**src/sv/hrlp_pkg.sv**
```systemverilog
// Package with types, constants and helper functions of the request line parser.
`timescale 1ns / 1ps

package hrlp_pkg;

  localparam int PosW           = 16;
  localparam int PathLimitW     = 13;
  localparam int MaxRequestBytesDef = 65535;
  localparam int QueueDepthDef  = 4;

  localparam logic [PathLimitW-1:0] PathLimitReset = 13'd256;
  localparam logic [PathLimitW-1:0] PathLenSat     = 13'h1FFF;

  // Characters that steer the parse.
  localparam logic [7:0] ByteSpace = 8'h20;
  localparam logic [7:0] ByteCr    = 8'h0D;
  localparam logic [7:0] ByteLf    = 8'h0A;
  localparam logic [7:0] ByteQmark = 8'h3F;
  localparam logic [7:0] ByteSlash = 8'h2F;
  localparam logic [7:0] CaseBit   = 8'h20;

  // Method codes.
  localparam logic [1:0] MethodNone    = 2'd0;
  localparam logic [1:0] MethodGet     = 2'd1;
  localparam logic [1:0] MethodPost    = 2'd2;
  localparam logic [1:0] MethodOptions = 2'd3;

  // Status codes of the final result.
  localparam logic [2:0] StatusOk       = 3'd0;
  localparam logic [2:0] StatusNoMethod = 3'd1;
  localparam logic [2:0] StatusNoBody   = 3'd2;
  localparam logic [2:0] StatusNoPath   = 3'd3;
  localparam logic [2:0] StatusTooLong  = 3'd4;

  // Result kinds.
  localparam logic KindPath  = 1'b0;
  localparam logic KindFinal = 1'b1;

  // Progress through CR LF CR LF.
  localparam logic [2:0] BlankNone    = 3'd0;
  localparam logic [2:0] BlankCr      = 3'd1;
  localparam logic [2:0] BlankCrLf    = 3'd2;
  localparam logic [2:0] BlankCrLfCr  = 3'd3;
  localparam logic [2:0] BlankFound   = 3'd4;

  // Lower-case spelling of each method, indexed by method code minus one.
  localparam logic [7:0] MethodChars [3][8] = '{
    '{8'h67, 8'h65, 8'h74, 8'h00, 8'h00, 8'h00, 8'h00, 8'h00},
    '{8'h70, 8'h6F, 8'h73, 8'h74, 8'h00, 8'h00, 8'h00, 8'h00},
    '{8'h6F, 8'h70, 8'h74, 8'h69, 8'h6F, 8'h6E, 8'h73, 8'h00}
  };

  typedef enum logic [5:0] {
    PhSpace  = 6'b000001,
    PhMethod = 6'b000010,
    PhSeek   = 6'b000100,
    PhPath   = 6'b001000,
    PhDone   = 6'b010000,
    PhFail   = 6'b100000
  } phase_e;

  typedef struct packed {
    logic [7:0] data_byte;
    logic       last_byte;
  } in_beat_t;

  typedef struct packed {
    logic            result_kind;
    logic [7:0]      path_byte;
    logic [1:0]      method_code;
    logic [2:0]      status_code;
    logic [PosW-1:0] body_offset;
    logic            run_end;
  } out_beat_t;

  // One queue entry: what a single input byte asks the back end to emit.
  typedef struct packed {
    logic            has_path;
    logic            has_final;
    logic [7:0]      path_byte;
    logic [1:0]      method_code;
    logic [2:0]      status_code;
    logic [PosW-1:0] body_offset;
  } work_t;

  function automatic logic [2:0] method_len(logic [1:0] m);
    logic [2:0] len;
    case (m)
      MethodGet:     len = 3'd3;
      MethodPost:    len = 3'd4;
      MethodOptions: len = 3'd7;
      default:       len = 3'd0;
    endcase
    return len;
  endfunction

  function automatic logic [7:0] method_char(logic [1:0] m, logic [2:0] idx);
    logic [1:0] row;
    logic [7:0] ch;
    row = m - 2'd1;
    if (m == MethodNone) begin
      ch = 8'h00;
    end else begin
      ch = MethodChars[row][idx];
    end
    return ch;
  endfunction

endpackage

```
**src/sv/hrlp_front.sv**
```systemverilog
// Front end: takes request bytes, tracks the parse and classifies each byte.
`timescale 1ns / 1ps

module hrlp_front import hrlp_pkg::*; #(
  parameter int MaxRequestBytes = MaxRequestBytesDef
) (
  input  logic                  clk_i,
  input  logic                  rst_ni,
  input  logic                  cfg_we_i,
  input  logic [PathLimitW-1:0] cfg_wdata_i,
  input  logic                  accept_i,
  input  in_beat_t              in_beat_i,
  output logic                  push_o,
  output work_t                 work_o
);

  localparam logic [PosW-1:0] PosMax = PosW'(MaxRequestBytes);

  logic [PathLimitW-1:0] path_limit_q;
  phase_e                phase_q, phase_d;
  logic [2:0]            prog_q, prog_d;
  logic [1:0]            mfound_q, mfound_d;
  logic [PosW-1:0]       pos_q, pos_d;
  logic [PathLimitW-1:0] plen_q, plen_d;
  logic [2:0]            blank_q, blank_d;
  logic [PosW-1:0]       body_q, body_d;
  logic                  pstart_q, pstart_d;

  logic [7:0] b;
  logic [7:0] lc;
  logic       last;
  logic       run_m;
  logic [1:0] m_f;
  logic [2:0] m_p;
  logic       past_before;
  logic       past_after;
  logic [1:0] mc;
  logic       has_body;

  assign b    = in_beat_i.data_byte;
  assign last = in_beat_i.last_byte;
  assign lc   = b | CaseBit;

  always_comb begin
    phase_d  = phase_q;
    prog_d   = prog_q;
    mfound_d = mfound_q;
    pos_d    = pos_q;
    plen_d   = plen_q;
    blank_d  = blank_q;
    body_d   = body_q;
    pstart_d = pstart_q;
    run_m    = 1'b0;
    m_f      = mfound_q;
    m_p      = prog_q;
    mc       = MethodNone;
    has_body = 1'b0;
    work_o   = '0;

    unique case (phase_q)
      PhSpace: begin
        if (b != ByteSpace) begin
          run_m   = 1'b1;
          m_p     = 3'd0;
          phase_d = PhMethod;
          if (lc == method_char(MethodGet, 3'd0)) begin
            m_f = MethodGet;
          end else if (lc == method_char(MethodPost, 3'd0)) begin
            m_f = MethodPost;
          end else if (lc == method_char(MethodOptions, 3'd0)) begin
            m_f = MethodOptions;
          end else begin
            m_f = MethodNone;
          end
        end
      end
      PhMethod: run_m = 1'b1;
      PhSeek: begin
        if (b == ByteSlash && !last) begin
          pstart_d        = 1'b1;
          plen_d          = PathLimitW'(1);
          phase_d         = PhPath;
          work_o.has_path = 1'b1;
        end
      end
      PhPath: begin
        if (b == ByteSpace || b == ByteCr || b == ByteLf || b == ByteQmark) begin
          phase_d = PhDone;
        end else begin
          if (plen_q < PathLenSat) begin
            plen_d = plen_q + PathLimitW'(1);
          end
          work_o.has_path = 1'b1;
        end
      end
      PhDone, PhFail: ;
      default: ;
    endcase

    // One letter of the method; the last letter needs a byte after it.
    if (run_m) begin
      mfound_d = m_f;
      prog_d   = m_p;
      if (m_f != MethodNone && m_p < method_len(m_f) && lc == method_char(m_f, m_p)) begin
        prog_d = m_p + 3'd1;
        if (m_p + 3'd1 == method_len(m_f)) begin
          if (last) begin
            phase_d  = PhFail;
            mfound_d = MethodNone;
          end else begin
            phase_d = PhSeek;
          end
        end
      end else begin
        phase_d  = PhFail;
        mfound_d = MethodNone;
      end
    end

    // Blank line search for a POST body, running alongside the path.
    past_before = (phase_q == PhSeek) || (phase_q == PhPath) || (phase_q == PhDone);
    if (past_before && mfound_q == MethodPost && blank_q != BlankFound) begin
      if (b == ByteCr) begin
        blank_d = (blank_q == BlankCrLf) ? BlankCrLfCr : BlankCr;
      end else if (b == ByteLf) begin
        blank_d = (blank_q == BlankCr)     ? BlankCrLf :
                  (blank_q == BlankCrLfCr) ? BlankFound : BlankNone;
      end else begin
        blank_d = BlankNone;
      end
      if (blank_d == BlankFound) begin
        if (last) begin
          blank_d = BlankNone;
        end else begin
          body_d = (pos_q < PosMax) ? pos_q + PosW'(1) : PosMax;
        end
      end
    end

    if (pos_q < PosMax) begin
      pos_d = pos_q + PosW'(1);
    end

    work_o.path_byte   = work_o.has_path ? b : 8'h00;
    work_o.method_code = mfound_d;

    if (last) begin
      past_after = (phase_d == PhSeek) || (phase_d == PhPath) || (phase_d == PhDone);
      mc         = past_after ? mfound_d : MethodNone;
      has_body   = (mc == MethodPost) && (blank_d == BlankFound);
      work_o.has_final   = 1'b1;
      work_o.method_code = mc;
      work_o.body_offset = has_body ? body_d : '0;
      if (!past_after) begin
        work_o.status_code = StatusNoMethod;
      end else if (mc == MethodPost && !has_body) begin
        work_o.status_code = StatusNoBody;
      end else if (!pstart_d) begin
        work_o.status_code = StatusNoPath;
      end else if (plen_d >= path_limit_q) begin
        work_o.status_code = StatusTooLong;
      end else begin
        work_o.status_code = StatusOk;
      end
      // The buffer is over: start the next one from scratch.
      phase_d  = PhSpace;
      prog_d   = 3'd0;
      mfound_d = MethodNone;
      pos_d    = '0;
      plen_d   = '0;
      blank_d  = BlankNone;
      body_d   = '0;
      pstart_d = 1'b0;
    end else begin
      past_after = 1'b0;
    end
  end

  assign push_o = accept_i && (work_o.has_path || work_o.has_final);

  always_ff @(posedge clk_i or negedge rst_ni) begin
    if (!rst_ni) begin
      path_limit_q <= PathLimitReset;
      phase_q      <= PhSpace;
      prog_q       <= 3'd0;
      mfound_q     <= MethodNone;
      pos_q        <= '0;
      plen_q       <= '0;
      blank_q      <= BlankNone;
      body_q       <= '0;
      pstart_q     <= 1'b0;
    end else begin
      if (cfg_we_i) begin
        path_limit_q <= cfg_wdata_i;
      end
      if (accept_i) begin
        phase_q  <= phase_d;
        prog_q   <= prog_d;
        mfound_q <= mfound_d;
        pos_q    <= pos_d;
        plen_q   <= plen_d;
        blank_q  <= blank_d;
        body_q   <= body_d;
        pstart_q <= pstart_d;
      end
    end
  end

endmodule

```
**src/sv/hrlp_fifo.sv**
```systemverilog
// Short queue of classified bytes between the front and back ends.
`timescale 1ns / 1ps

module hrlp_fifo import hrlp_pkg::*; #(
  parameter int Depth = QueueDepthDef
) (
  input  logic  clk_i,
  input  logic  rst_ni,
  input  logic  push_i,
  input  work_t push_data_i,
  input  logic  pop_i,
  output work_t head_o,
  output logic  full_o,
  output logic  empty_o
);

  localparam int PtrW = (Depth > 1) ? $clog2(Depth) : 1;
  localparam int CntW = $clog2(Depth + 1);
  localparam logic [PtrW-1:0] PtrLast = PtrW'(Depth - 1);

  work_t           store_q [Depth];
  logic [PtrW-1:0] wr_ptr_q, rd_ptr_q;
  logic [CntW-1:0] count_q;

  assign full_o  = (count_q == CntW'(Depth));
  assign empty_o = (count_q == '0);
  assign head_o  = store_q[rd_ptr_q];

  always_ff @(posedge clk_i) begin
    if (push_i) begin
      store_q[wr_ptr_q] <= push_data_i;
    end
  end

  always_ff @(posedge clk_i or negedge rst_ni) begin
    if (!rst_ni) begin
      wr_ptr_q <= '0;
      rd_ptr_q <= '0;
      count_q  <= '0;
    end else begin
      if (push_i) begin
        wr_ptr_q <= (wr_ptr_q == PtrLast) ? '0 : wr_ptr_q + PtrW'(1);
      end
      if (pop_i) begin
        rd_ptr_q <= (rd_ptr_q == PtrLast) ? '0 : rd_ptr_q + PtrW'(1);
      end
      if (push_i && !pop_i) begin
        count_q <= count_q + CntW'(1);
      end else if (pop_i && !push_i) begin
        count_q <= count_q - CntW'(1);
      end
    end
  end

endmodule

```
**src/sv/hrlp_back.sv**
```systemverilog
// Back end: turns queue entries into result beats behind an output register.
`timescale 1ns / 1ps

module hrlp_back import hrlp_pkg::*; (
  input  logic      clk_i,
  input  logic      rst_ni,
  input  work_t     head_i,
  input  logic      empty_i,
  output logic      pop_o,
  output logic      out_valid_o,
  input  logic      out_ready_i,
  output out_beat_t out_beat_o
);

  logic      out_valid_q;
  out_beat_t out_beat_q, out_beat_d;
  logic      path_sent_q, path_sent_d;
  logic      load;
  logic      emit_path;

  // An entry with both a path byte and the final status is sent in two beats.
  assign load      = (!out_valid_q || out_ready_i) && !empty_i;
  assign emit_path = head_i.has_path && !path_sent_q;
  assign pop_o     = load && !(emit_path && head_i.has_final);

  always_comb begin
    out_beat_d  = '0;
    path_sent_d = path_sent_q;
    if (emit_path) begin
      out_beat_d.result_kind = KindPath;
      out_beat_d.path_byte   = head_i.path_byte;
      out_beat_d.method_code = head_i.method_code;
      out_beat_d.status_code = StatusOk;
    end else begin
      out_beat_d.result_kind = KindFinal;
      out_beat_d.method_code = head_i.method_code;
      out_beat_d.status_code = head_i.status_code;
      out_beat_d.body_offset = head_i.body_offset;
      out_beat_d.run_end     = 1'b1;
    end
    if (load) begin
      path_sent_d = emit_path && head_i.has_final;
    end
  end

  always_ff @(posedge clk_i) begin
    if (load) begin
      out_beat_q <= out_beat_d;
    end
  end

  always_ff @(posedge clk_i or negedge rst_ni) begin
    if (!rst_ni) begin
      out_valid_q <= 1'b0;
      path_sent_q <= 1'b0;
    end else begin
      path_sent_q <= path_sent_d;
      if (load) begin
        out_valid_q <= 1'b1;
      end else if (out_ready_i) begin
        out_valid_q <= 1'b0;
      end
    end
  end

  assign out_valid_o = out_valid_q;
  assign out_beat_o  = out_beat_q;

endmodule

```
**src/sv/http_request_line_parser.sv**
```systemverilog
// Top level of the HTTP request line parser.
`timescale 1ns / 1ps

// The parser takes one request byte per beat, with last_byte set on the final
// byte of the buffer, and produces one path-byte result for every byte of the
// path plus one final status result per buffer. It sustains one input byte per
// clock cycle while the queue has room: the front end updates the whole parse
// state for every accepted byte, so any byte may follow the previous one
// directly. Each result beat passes through the queue storage and the back
// end's output register. The only byte that needs two output beats is a final
// byte that is also a path byte; that beat pair is drained by the back end
// while the front end keeps accepting into the queue, whose depth (QueueDepth)
// sets how many result-producing bytes an output stall absorbs before
// in_ready_o drops. The path_limit register is written with cfg_we_i and should
// only change while the block is idle. There is no clearing pass after reset.

module http_request_line_parser import hrlp_pkg::*; #(
  parameter int MaxRequestBytes = MaxRequestBytesDef,
  parameter int QueueDepth      = QueueDepthDef
) (
  input  logic                  clk_i,
  input  logic                  rst_ni,
  input  logic                  cfg_we_i,
  input  logic [PathLimitW-1:0] cfg_wdata_i,
  input  logic                  in_valid_i,
  output logic                  in_ready_o,
  input  in_beat_t              in_beat_i,
  output logic                  out_valid_o,
  input  logic                  out_ready_i,
  output out_beat_t             out_beat_o
);

  logic  accept;
  logic  push;
  work_t work;
  work_t head;
  logic  full;
  logic  empty;
  logic  pop;

  // A byte is taken whenever the queue has room; bytes that cause no result
  // are dropped by the front end after they update the parse state.
  assign in_ready_o = !full;
  assign accept     = in_valid_i && in_ready_o;

  hrlp_front #(
    .MaxRequestBytes(MaxRequestBytes)
  ) u_front (
    .clk_i      (clk_i),
    .rst_ni     (rst_ni),
    .cfg_we_i   (cfg_we_i),
    .cfg_wdata_i(cfg_wdata_i),
    .accept_i   (accept),
    .in_beat_i  (in_beat_i),
    .push_o     (push),
    .work_o     (work)
  );

  hrlp_fifo #(
    .Depth(QueueDepth)
  ) u_fifo (
    .clk_i      (clk_i),
    .rst_ni     (rst_ni),
    .push_i     (push),
    .push_data_i(work),
    .pop_i      (pop),
    .head_o     (head),
    .full_o     (full),
    .empty_o    (empty)
  );

  // The back end presents each queued entry as one or two result beats.
  hrlp_back u_back (
    .clk_i      (clk_i),
    .rst_ni     (rst_ni),
    .head_i     (head),
    .empty_i    (empty),
    .pop_o      (pop),
    .out_valid_o(out_valid_o),
    .out_ready_i(out_ready_i),
    .out_beat_o (out_beat_o)
  );

endmodule

```
**config.mk**
```make
export PLATFORM = sky130hd
export DESIGN_NAME = http_request_line_parser
export DESIGN_NICKNAME = d
export VERILOG_FILES = /design/src/sv/hrlp_pkg.sv /design/src/sv/hrlp_front.sv /design/src/sv/hrlp_fifo.sv /design/src/sv/hrlp_back.sv /design/src/sv/http_request_line_parser.sv
export SDC_FILE = /design/constraint.sdc
export NUM_CORES = 1
export LEC_CHECK = 0
export BUFFER_PORTS_ARGS = -buffer_cell sky130_fd_sc_hd__buf_4
export CAP_MARGIN = 20
export CORE_MARGIN = 5
export CORE_UTILIZATION = 55
export DETAILED_ROUTE_END_ITERATION = 8
export GPL_ROUTABILITY_DRIVEN = 0
export PLACE_DENSITY = 0.71
export SYNTH_ARGS = -nofsm -noshare
export SYNTH_HDL_FRONTEND = slang
export SYNTH_HIERARCHICAL = 1
export SYNTH_SLANG_ARGS = --single-unit
```
**constraint.sdc**
```tcl
create_clock -name clk_i -period 6.6 [get_ports clk_i]
set_input_delay 0.33 -clock clk_i [delete_from_list [all_inputs] [get_ports clk_i]]
set_output_delay 0.33 -clock clk_i [all_outputs]
set_load 0.05 [all_outputs]
```
==> out/qor.json, run 1 <==
{
  "slew_headroom_pct": 32.0,
  "ys_ff_latch": 236,
  "boundaryPins": 60,
  "synth_adder_area_share_pct": 3.45,
  "power.share.clock_pct": 28.7,
  "average_cell_area_after_synthesis_um2": 12.4,
  "cts_hold_buffers": 1,
  "critical_path.max_stage_delay_ps": 620,
  "power_density_nw_per_um2": 384,
  "timing.reg2reg.setup_slack_ps": 990,
  "worstReg2RegEnd": "u_fifo/store_q[0][3]",
  "dpl_cell_area_um2": 12400,
  "timing.clock.skew_ps": 15.2,
  "yosys.area_share.xor_xnor_pct": 1.41,
  "clk_path_buf_depth": 3,
  "ctsRootBufferMaster": "clkbuf_16",
  "maxClockFrequency_mhz": 178,
  "drv_cap": 0,
  "drc": 0,
  "die_y_um": 157,
  "setup-tns-final_ps": 0,
  "crit_chain": "nor4_2 -> o211a_4 -> mux2i_4 -> inv_1 -> ha_1 -> mux2_2 -> a211oi_1 -> mux2i_1 -> o21a_1 -> o32ai_2 -> o2111ai_1 -> buf_4 -> o31ai_1 -> nand4_2 -> nor3_1",
  "crit_fanout": 16,
  "worst-slew-pin-transition_ps": 1020,
  "fin_area_um2": 13300,
  "finalPower_uw": 5100,
  "power.switching_uw": 1710,
  "worst_ep_required_time_ps": 6870,
  "criticalPathCategory": "register to register",
  "cts.clk_slew.worst_paths_ps": 60,
  "hold-path-cell-count": 2,
  "synthMuxAreaShare_pct": 7.64,
  "port_buffers": 59,
  "initial_utilization_pct": 56.1,
  "route.final.wire_length_um": 24000,
  "tritoncts": "yes",
  "post_route_cells_drive_above_1_share_pct": 20.2,
  "setup-violations-final": 0,
  "drt_first_pass_iters": 4,
  "grt_setup_unrepaired": "false",
  "synth-edff-count": 154,
  "critical_path.top_delay_family": "simple AND/OR/NAND/NOR gates",
  "report.final.hold_viol_count": 0,
  "maximum_number_of_pins_on_one_net_before_global_route_repair": 46,
  "startpoint_type_of_the_worst_setup_path": "register",
  "detail-route-antenna-nets": 0,
  "yosys.area_share.simple_pct": 14.0,
  "async_sr_flop_fraction_pct": 34.7,
  "grt_pass1_wl_um": 39600,
  "leakagePower_uw": 0.00500,
  "hpwl_um": 15900,
  "grt_pass1_vias": 7450,
  "drt-wirelength-per-cell_um": 18.7,
  "area_growth_pct": 12.1,
  "post-synth-top-area-fraction_pct": 39.1,
  "post_synth_instance_area_um2": 11800,
  "die-area_um2": 24600,
  "synth_compound_gate_area_share_pct": 13.0,
  "net_count_reported_at_finish": 1048,
  "final_min_period_over_clock_period_pct": 84.9,
  "timing.critical_path.slowest_stage_cell": "nor4_2",
  "rows": 53,
  "hp-start": "out_ready_i",
  "track_usage_pct": 19.9,
  "internal-power_uw": 3390,
  "synth_top_family_by_area": "simple AND/OR/NAND/NOR gates",
  "cts_resized": 0,
  "synth_common_cells": "154 x edfxtp_1, 80 x dfrtp_1, 69 x nand2_1, 57 x o21ai_0, 53 x a21oi_1",
  "final-max-slew-violation-count": 0,
  "reg2regPathDepth": 15,
  "postSynthNetCount": 1010,
  "endpoint_kind": "register",
  "vias_per_cell": 5.95,
  "hold_end": "u_back/out_valid_o",
  "cell_types_with_the_largest_area_share_after_synthesis": "edfxtp_1 39%, dfrtp_1 17%, mux4_2 5.3%, ha_1 3.3%, o21ai_0 2.4%",
  "clock_insertion_delay_worst_skew_ps": 510,
  "placeableCoreArea_um2": 21100,
  "cts.sink_count": 236,
  "status": "complete, no violations",
  "num_antenna_cells": 0,
  "postCtsSetupRepairBufs": 0,
  "synth-seq-area-share_pct": 56.4,
  "swShare_pct": 33.5,
  "cp.arrival_ps": 5870,
  "post-route-min-period_ps": 5610,
  "drt_first_iter_violations": 457,
  "yosys_most_used_dff": "edfxtp_1",
  "yosys.cell_types.count": 84,
  "vdd.ir_drop.worst_v": 0.000167,
  "hp-class": "input pin to register",
  "worst-path-buf-inv": 2,
  "share_comb_of_total_power_pct": 31.0,
  "antenna_found_initial": 0,
  "die_width_um": 157,
  "htreeDepth": 1,
  "vias": 7629,
  "post_synth_inst_count": 951,
  "yosys.area.top_type": "edfxtp_1",
  "ys.warnings.count": 6,
  "sequentialPowerShare_pct": 40.3,
  "tritoncts.num_buffers": 25,
  "grt_overflow": 0,
  "rr_startpoint": "u_front/phase_q[4]",
  "synth.most_common_cell": "edfxtp_1"
}
power by group through the flow:
stage                     clock network (uW)  registers [uW]  logic (uW)
after floorplan                            0            2320        1010
after global placement                     0            2080        1570
after detailed placement                   0            2090        1590
after CTS                               1500            2060        1600
after global routing                    1560            2090        1710
final                                   1470            2050        1580
final cells by class:
| type | instances | area [um2] |
|---|---|---|
| Clock buffer | 27 | 653 |
| Clock inverter | 18 | 225 |
| Fill cell | 1633 | 7820 |
| Inverter | 40 | 150 |
| Multi-Input combinational cell | 617 | 4690 |
| Sequential cell | 236 | 6680 |
| Tap cell | 275 | 344 |
| Timing Repair Buffer | 69 | 520 |
cells by family (layout without fill, tap and decap cells):
| group | count (synthesis) | in the layout |
|---|---|---|
| buffers and inverters | 98 | 154 |
| AOI/OAI and AO/OA | 223 | 223 |
| DFF | 236 | 236 |
| muxes | 48 | 48 |
| xor gates and xnor gates | 19 | 19 |
| adders and majority gates | 32 | 32 |
| and+or+nand+nor | 295 | 295 |
worst reg2reg max path, stage by stage (launching register included):
cell and delay (ps):
dfrtp_1 470, nor4_2 620, o211a_4 390, mux2i_4 470, inv_1 160, ha_1 330
mux2_2 270, a211oi_1 240, mux2i_1 140, o21a_1 220, o32ai_2 250, o2111ai_1 140
buf_4 200, o31ai_1 300, nand4_2 570, nor3_1 600
layout by cell type (no fill, tap or decap), types with 6 or more instances in the layout:
cell type	n
and2_4	18
nor4_1	7
nand2_1	69
nor3_2	10
and2_1	36
mux4_2	28
clkinvlp_4	6
nor2_1	40
o21ai_0	57
buf_4	68
a31oi_1	10
clkbuf_16	25
nand4_1	11
ha_1	31
o21a_1	6
xnor2_1	9
dfrtp_1	78
edfxtp_1	154
a21oi_1	53
nor3b_1	6
inv_1	38
mux2_2	6
xor2_1	10
a22o_1	16
nand2b_1	11
nor2b_1	9
o2bb2ai_1	24
nand3_1	24
nor3_1	20
and3_1	6
mux2i_1	9
how the worst max path moves through the flow:
stage                             startpoint                     to  cells past startpoint
after global placement          in_beat_i[1]   u_fifo/store_q[0][4]                     17
after detailed placement        in_beat_i[1]   u_fifo/store_q[0][3]                     17
after CTS                 u_front/phase_q[4]   u_fifo/store_q[3][3]                     15
after global routing      u_front/phase_q[4]   u_fifo/store_q[3][4]                     16
after floorplan                 in_beat_i[1]  u_fifo/store_q[0][17]                     18
final                     u_front/phase_q[4]   u_fifo/store_q[0][3]                     15
through the flow:
| stage | setup WS, ps | utilization [%] | hold slack (ps) | instances |
|---|---|---|---|---|
| 4_1_cts | 1010 | 62.9 | 6.87 | 1282 |
| 6_report | 994 | 62.9 | 22.5 | 1282 |
| 2_1_floorplan | 2110 | - | 34.4 | 951 |
| 5_1_grt | 557 | 62.9 | 9.95 | 1282 |
| 3_3_place_gp | 1180 | 58.7 | 341 | 1236 |
| 3_5_place_dp | 946 | 58.7 | 346 | 1236 |
per-layer routing:
metal	up-vias	global-route usage (%)	share of wire, %
met4	0	4.88	1.6
met3	31	2.38	5.1
met5	-	0	0
li1	3667	-	-
met2	205	32.5	47
met1	3726	29.0	46
registers in the layout, summed over array words and instances (netlist names):
| register | flops |
|---|---|
| u_fifo/store_q | 124 |
| u_back/out_beat_o | 30 |
| u_front/body_q | 16 |
| u_front/pos_q | 16 |
| u_front/path_limit_q | 13 |
| u_front/plen_q | 13 |
| u_front/phase_q | 6 |
| u_fifo/count_q | 3 |
| u_front/blank_q | 3 |
| u_front/prog_q | 3 |
| u_fifo/rd_ptr_q | 2 |
| u_fifo/wr_ptr_q | 2 |
| u_front/mfound_q | 2 |
| u_back/out_valid_o | 1 |
| u_back/path_sent_q | 1 |
| u_front/pstart_q | 1 |
No activity file was read; power rests on OpenSTA's default activity.
==> run 2, diff against run 1 <==
- PLACE_DENSITY: 0.71 -> 0.74
- clock period: 6.6 -> 4.6 ns (I/O delays scaled with it)
==> run 2 against run 1 <==
  * Worst setup slack worse by 750 ps
  * Combinational power grew 53%
  * Register-to-register slack lost 750 ps
  * Clock skew grew 4.3 ps
  * Global-route usage grew 1.1 points
  * Critical path depth did not move
  * Die area unchanged
  * Maximum frequency increased by 29%
  * Power is 43% higher
==> out/qor.json, run 2 (synthesized netlist as in run 1, its figures left out) <==
{
  "status": "complete, no violations",
  "timing.reg2reg.setup_slack_ps": 240,
  "hp-start": "cfg_we_i",
  "worst-slew-pin-transition_ps": 1040,
  "hpwl_um": 16600,
  "grt_pass1_wl_um": 41600,
  "rr_startpoint": "u_front/phase_q[2]",
  "slew_headroom_pct": 30.5,
  "vias": 7996,
  "drt_first_pass_iters": 5,
  "maxClockFrequency_mhz": 229,
  "post-route-min-period_ps": 4360,
  "grt_pass1_vias": 7711,
  "timing.clock.skew_ps": 19.5,
  "utilization_pct": 64.7,
  "final-max-slew-violation-count": 0,
  "report.final.hold_viol_count": 0,
  "setup-violations-final": 0,
  "reg2regPathDepth": 15,
  "startpoint_type_of_the_worst_setup_path": "register",
  "finalNonFillerCells": 1326,
  "cts.sink_count": 236,
  "route.final.wire_length_um": 25600,
  "placeableCoreArea_um2": 21100,
  "layout_commonest_cell": "edfxtp_1",
  "leakagePower_uw": 0.00520,
  "tritoncts.num_buffers": 24,
  "cts.clk_slew.worst_paths_ps": 60,
  "internal-power_uw": 4820,
  "area_growth_pct": 15.3,
  "crit_fanout": 16,
  "power_density_nw_per_um2": 533,
  "fin_area_um2": 13600,
  "worstReg2RegEnd": "u_fifo/store_q[2][2]",
  "net_count_reported_at_finish": 1092,
  "drt-wirelength-per-cell_um": 19.3,
  "endpoint_kind": "register",
  "ctsRootBufferMaster": "clkbuf_16",
  "critical_path.max_stage_delay_ps": 410,
  "mostFrequentLayoutCells": "154 x edfxtp_1, 97 x buf_4, 79 x dfrtp_1, 69 x nand2_1, 57 x o21ai_0",
  "boundaryPins": 60,
  "timing.critical_path.slowest_stage_cell": "dfrtp_1",
  "maximum_number_of_pins_on_one_net_before_global_route_repair": 49,
  "grt_overflow": 0,
  "final_min_period_over_clock_period_pct": 94.8,
  "drc": 0,
  "cp.arrival_ps": 4640,
  "num-fill-cells": 1551,
  "share_comb_of_total_power_pct": 33.3,
  "sequentialPowerShare_pct": 40.0,
  "power.switching_uw": 2460,
  "port_buffers": 59,
  "antenna_found_initial": 0,
  "vdd.ir_drop.worst_v": 0.000227,
  "drt_first_iter_violations": 624,
  "htreeDepth": 1,
  "initial_utilization_pct": 56.1,
  "post_route_cells_drive_above_1_share_pct": 22.0,
  "hp-class": "input pin to register",
  "regMostFlops": "u_fifo/store_q",
  "largest_reg_flops": 124,
  "dpl_cell_area_um2": 12600,
  "hold_end": "u_front/path_limit_q[8]",
  "die_y_um": 157,
  "tritoncts": "yes",
  "inst_count_dp": 1265,
  "crit_chain": "nor4_4 -> o211a_4 -> mux2i_4 -> inv_1 -> ha_1 -> mux2_2 -> a211oi_1 -> mux2i_1 -> o21a_1 -> o32ai_2 -> o2111ai_1 -> o31ai_1 -> nand4_2 -> buf_12 -> nor3_1",
  "hold-path-cell-count": 3,
  "clk_path_buf_depth": 3,
  "swShare_pct": 33.8,
  "power.share.clock_pct": 26.7,
  "criticalPathCategory": "register to register",
  "worst_ep_required_time_ps": 4880,
  "detail-route-antenna-nets": 0,
  "die-area_um2": 24600,
  "crit_start": "u_front/phase_q[2]",
  "track_usage_pct": 21.0,
  "clock_insertion_delay_worst_skew_ps": 520,
  "die_width_um": 157,
  "num_antenna_cells": 0,
  "vias_per_cell": 6.03,
  "rows": 53,
  "drv_cap": 0
}
-- run 2: worst max-delay path, delay by kind of cell (launching register included) --
kind	cells	cell delay (ps)
AO/OA/AOI/OAI	6	1410
flip-flops	1	410
multiplexers	3	740
adder cells (fa/ha/maj)	1	320
AND/OR/NAND/NOR	3	910
buffers and inverters	2	330
-- run 2: per-stage QoR --
| stage | setup WS [ps] | hold slack (ps) | total power, uW | TNS [ps] |
|---|---|---|---|---|
| 2_1_floorplan | 212 | -65.6 | 4770 | 0 |
| 3_3_place_gp | 126 | 216 | 5280 | 0 |
| 3_5_place_dp | 47.6 | 223 | 5350 | 0 |
| 4_1_cts | 76.4 | 58.1 | 7310 | 0 |
| 5_1_grt | -4.75 | 68.7 | 7620 | -18.6 |
| 6_report | 241 | 67.2 | 7270 | 0 |
-- run 2: worst max-delay path by stage --
stage | endpoint | slack [ps] | depth (start not counted)
floorplan | u_fifo/store_q[0][17] | 210 | 18
global placement | u_fifo/store_q[2][17] | 130 | 16
detailed placement | u_fifo/store_q[2][17] | 50 | 16
CTS | u_fifo/store_q[2][18] | 80 | 15
global route | u_fifo/store_q[2][2] | -5 | 15
finish | u_fifo/store_q[2][2] | 240 | 15
-- run 2: layout make-up --
| type | instances | area [um2] | share of cell area (%) |
|---|---|---|---|
| clock buffers | 36 | 726 | 5.32 |
| clock inverters | 8 | 87.6 | 0.642 |
| inverters | 40 | 150 | 1.10 |
| multi-input cells | 617 | 4740 | 34.7 |
| flip-flops and latches | 236 | 6680 | 49.0 |
| well taps | 275 | 344 | 2.52 |
| repair buffers | 114 | 918 | 6.73 |
-- run 2: power by group through the flow --
stage	clock network, uW	logic (uW)	registers (uW)
floorplan	0	1440	3320
global placement	0	2360	2930
detailed placement	0	2400	2950
CTS	1980	2420	2910
global route	2080	2600	2940
finish	1940	2420	2910
-- run 2: routing by layer --
layer | up-vias | share of wire [%] | track usage, %
li1 | 3752 | - | -
met1 | 3954 | 44 | 30.6
met2 | 252 | 48 | 34.1
met3 | 38 | 5.7 | 2.57
met4 | 0 | 2.1 | 5.41
met5 | - | 0 | 0
-- run 2: timing repair --
| action | 4_1_cts | 5_1_grt |
|---|---|---|
| resized for setup | 0 | 9 |
| hold endpoints to repair | 48 | 0 |
| setup buffers | 0 | 1 |
| hold buffers | 15 | 0 |
| setup endpoints to repair | 0 | 84 |
==> run 3, diff against run 2 <==
- HOLD_SLACK_MARGIN: default -> 0.1
==> run 3 against run 2 <==
  * Sequential power about the same
  * Highest routed layer unchanged
  * Power up 0.20%
  * Clock skew down 1.5 ps
  * Clock-buffer cell count unchanged
  * Clock power about the same
  * Cell area up 0.88%
  * Critical path depth unchanged
  * First-iteration DRC count up 3.7%
==> out/qor.json, run 3 (synthesized netlist as in run 1, its figures left out) <==
{
  "die-area_um2": 24600,
  "clk_path_buf_depth": 3,
  "worst_setup_path_endpoint": "u_fifo/store_q[2][2]",
  "detail-route-antenna-nets": 0,
  "criticalPathCategory": "register to register",
  "final-max-slew-violation-count": 0,
  "route.final.wire_length_um": 25900,
  "worst-slew-pin-transition_ps": 1040,
  "net_count_reported_at_finish": 1104,
  "tritoncts": "yes",
  "cts.clk_slew.worst_paths_ps": 60,
  "status": "complete, no violations",
  "postLayoutSetupSlackWorst_ps": 266,
  "post_route_cells_drive_above_1_share_pct": 21.7,
  "maxClockFrequency_mhz": 231,
  "grt_pass1_wl_um": 42000,
  "worst_ep_required_time_ps": 4900,
  "startpoint_type_of_the_worst_setup_path": "register",
  "port_buffers": 59,
  "clock_insertion_delay_worst_skew_ps": 520,
  "drc": 0,
  "largest_reg_flops": 124,
  "num_antenna_cells": 0,
  "drt-wirelength-per-cell_um": 19.4,
  "leakagePower_uw": 0.00525,
  "cts.sink_count": 236,
  "htreeDepth": 1,
  "drt_first_iter_violations": 647,
  "rows": 53,
  "vias": 8102,
  "post-route-min-period_ps": 4330,
  "area_growth_pct": 16.3,
  "power_density_nw_per_um2": 529,
  "die_y_um": 157,
  "vdd.ir_drop.worst_v": 0.000206,
  "slew_headroom_pct": 30.4,
  "rr_startpoint": "u_front/phase_q[2]",
  "cp.arrival_ps": 4630,
  "tritoncts.num_buffers": 24,
  "finalPower_uw": 7290,
  "hpwl_um": 16600,
  "crit_start": "u_front/phase_q[2]",
  "drv_cap": 0,
  "hp-class": "input pin to register",
  "maximum_number_of_pins_on_one_net_before_global_route_repair": 49,
  "vias_per_cell": 6.06,
  "antenna_found_initial": 0,
  "utilization_pct": 65.3,
  "mostFrequentLayoutCells": "154 x edfxtp_1, 97 x buf_4, 79 x dfrtp_1, 69 x nand2_1, 57 x o21ai_0",
  "initial_utilization_pct": 56.1,
  "regMostFlops": "u_fifo/store_q",
  "worstReg2RegEnd": "u_fifo/store_q[2][2]",
  "grt_pass1_vias": 7810,
  "drt_first_pass_iters": 5,
  "boundaryPins": 60,
  "timing.reg2reg.setup_slack_ps": 270,
  "placeableCoreArea_um2": 21100,
  "place_worst_setup_slack_ps": 47.6,
  "track_usage_pct": 21.3,
  "endpoint_kind": "register",
  "die_width_um": 157,
  "final_min_period_over_clock_period_pct": 94.2,
  "grt_overflow": 0,
  "setup-violations-final": 0,
  "reg2regPathDepth": 15,
  "report.final.hold_viol_count": 0,
  "layout_commonest_cell": "edfxtp_1",
  "crit_fanout": 16,
  "ctsRootBufferMaster": "clkbuf_16",
  "timing.clock.skew_ps": 18.0
}
-- run 3: changes by cell type in the layout (fill, tap and decap cells not counted), sizes merged --
cell | before | now
dlygate4sd3 | 15 | 27
-- run 3: final cells by class --
type / instances / area (um2)
multi-input cells: 617 / 4740
clock inverters: 8 / 87.6
inverters: 40 / 150
well taps: 275 / 344
fillers: 1533 / 7320
clock buffers: 36 / 726
flip-flops and latches: 236 / 6680
repair buffers: 126 / 1040
-- run 3: where the power goes --
part	switching (uW)	total, uW	internal [uW]
Sequential	225	2910	2680
Combinational	1440	2440	995
Clock	792	1940	1150
Total	2460	7290	4830
-- run 3: per-layer routing --
layer / global-route usage [%] / wire length [um]
met1: 30.7 / 11400
met2: 34.7 / 12400
met3: 2.63 / 1650
met4: 5.33 / 518
met5: 0 / 0
-- run 3: timing repair --
item / in CTS / in global routing
setup buffers: 0 / 1
gates resized for setup: 0 / 9
hold buffers: 27 / 0
setup endpoints to repair: 0 / 84
hold endpoints to repair: 48 / 0
-- run 3: metrics by stage --
| step | setup TNS [ps] | hold slack (ps) | std cells | area (um2) |
|---|---|---|---|---|
| 6_report | 0 | 119 | 1338 | 13800 |
| 5_1_grt | -18.6 | 146 | 1338 | 13800 |
| 4_1_cts | 0 | 101 | 1336 | 13700 |
| 3_5_place_dp | 0 | 223 | 1265 | 12600 |
| 3_3_place_gp | 0 | 216 | 1265 | 12600 |
| 2_1_floorplan | 0 | -65.6 | 951 | 11800 |
-- run 3: worst min-delay path by stage --
stage               cells past startpoint  slack, ps     start                       to
floorplan                               0        -70    rst_ni       u_back/out_valid_o
global placement                        1        220    rst_ni  u_front/path_limit_q[4]
detailed placement                      1        220    rst_ni  u_front/path_limit_q[4]
CTS                                     3        100  cfg_we_i  u_front/path_limit_q[4]
global route                            3        150  cfg_we_i  u_front/path_limit_q[4]
finish                                  3        120  cfg_we_i  u_front/path_limit_q[4]
-- run 3: worst max-delay path, stage by stage, from the launching register on --
cell	delay (ps)
dfrtp_1	410
nor4_4	380
o211a_4	260
mux2i_4	310
inv_1	120
ha_1	320
mux2_2	270
a211oi_1	250
mux2i_1	160
o21a_1	200
o32ai_2	240
o2111ai_1	160
o31ai_1	320
nand4_2	180
buf_12	210
nor3_1	330
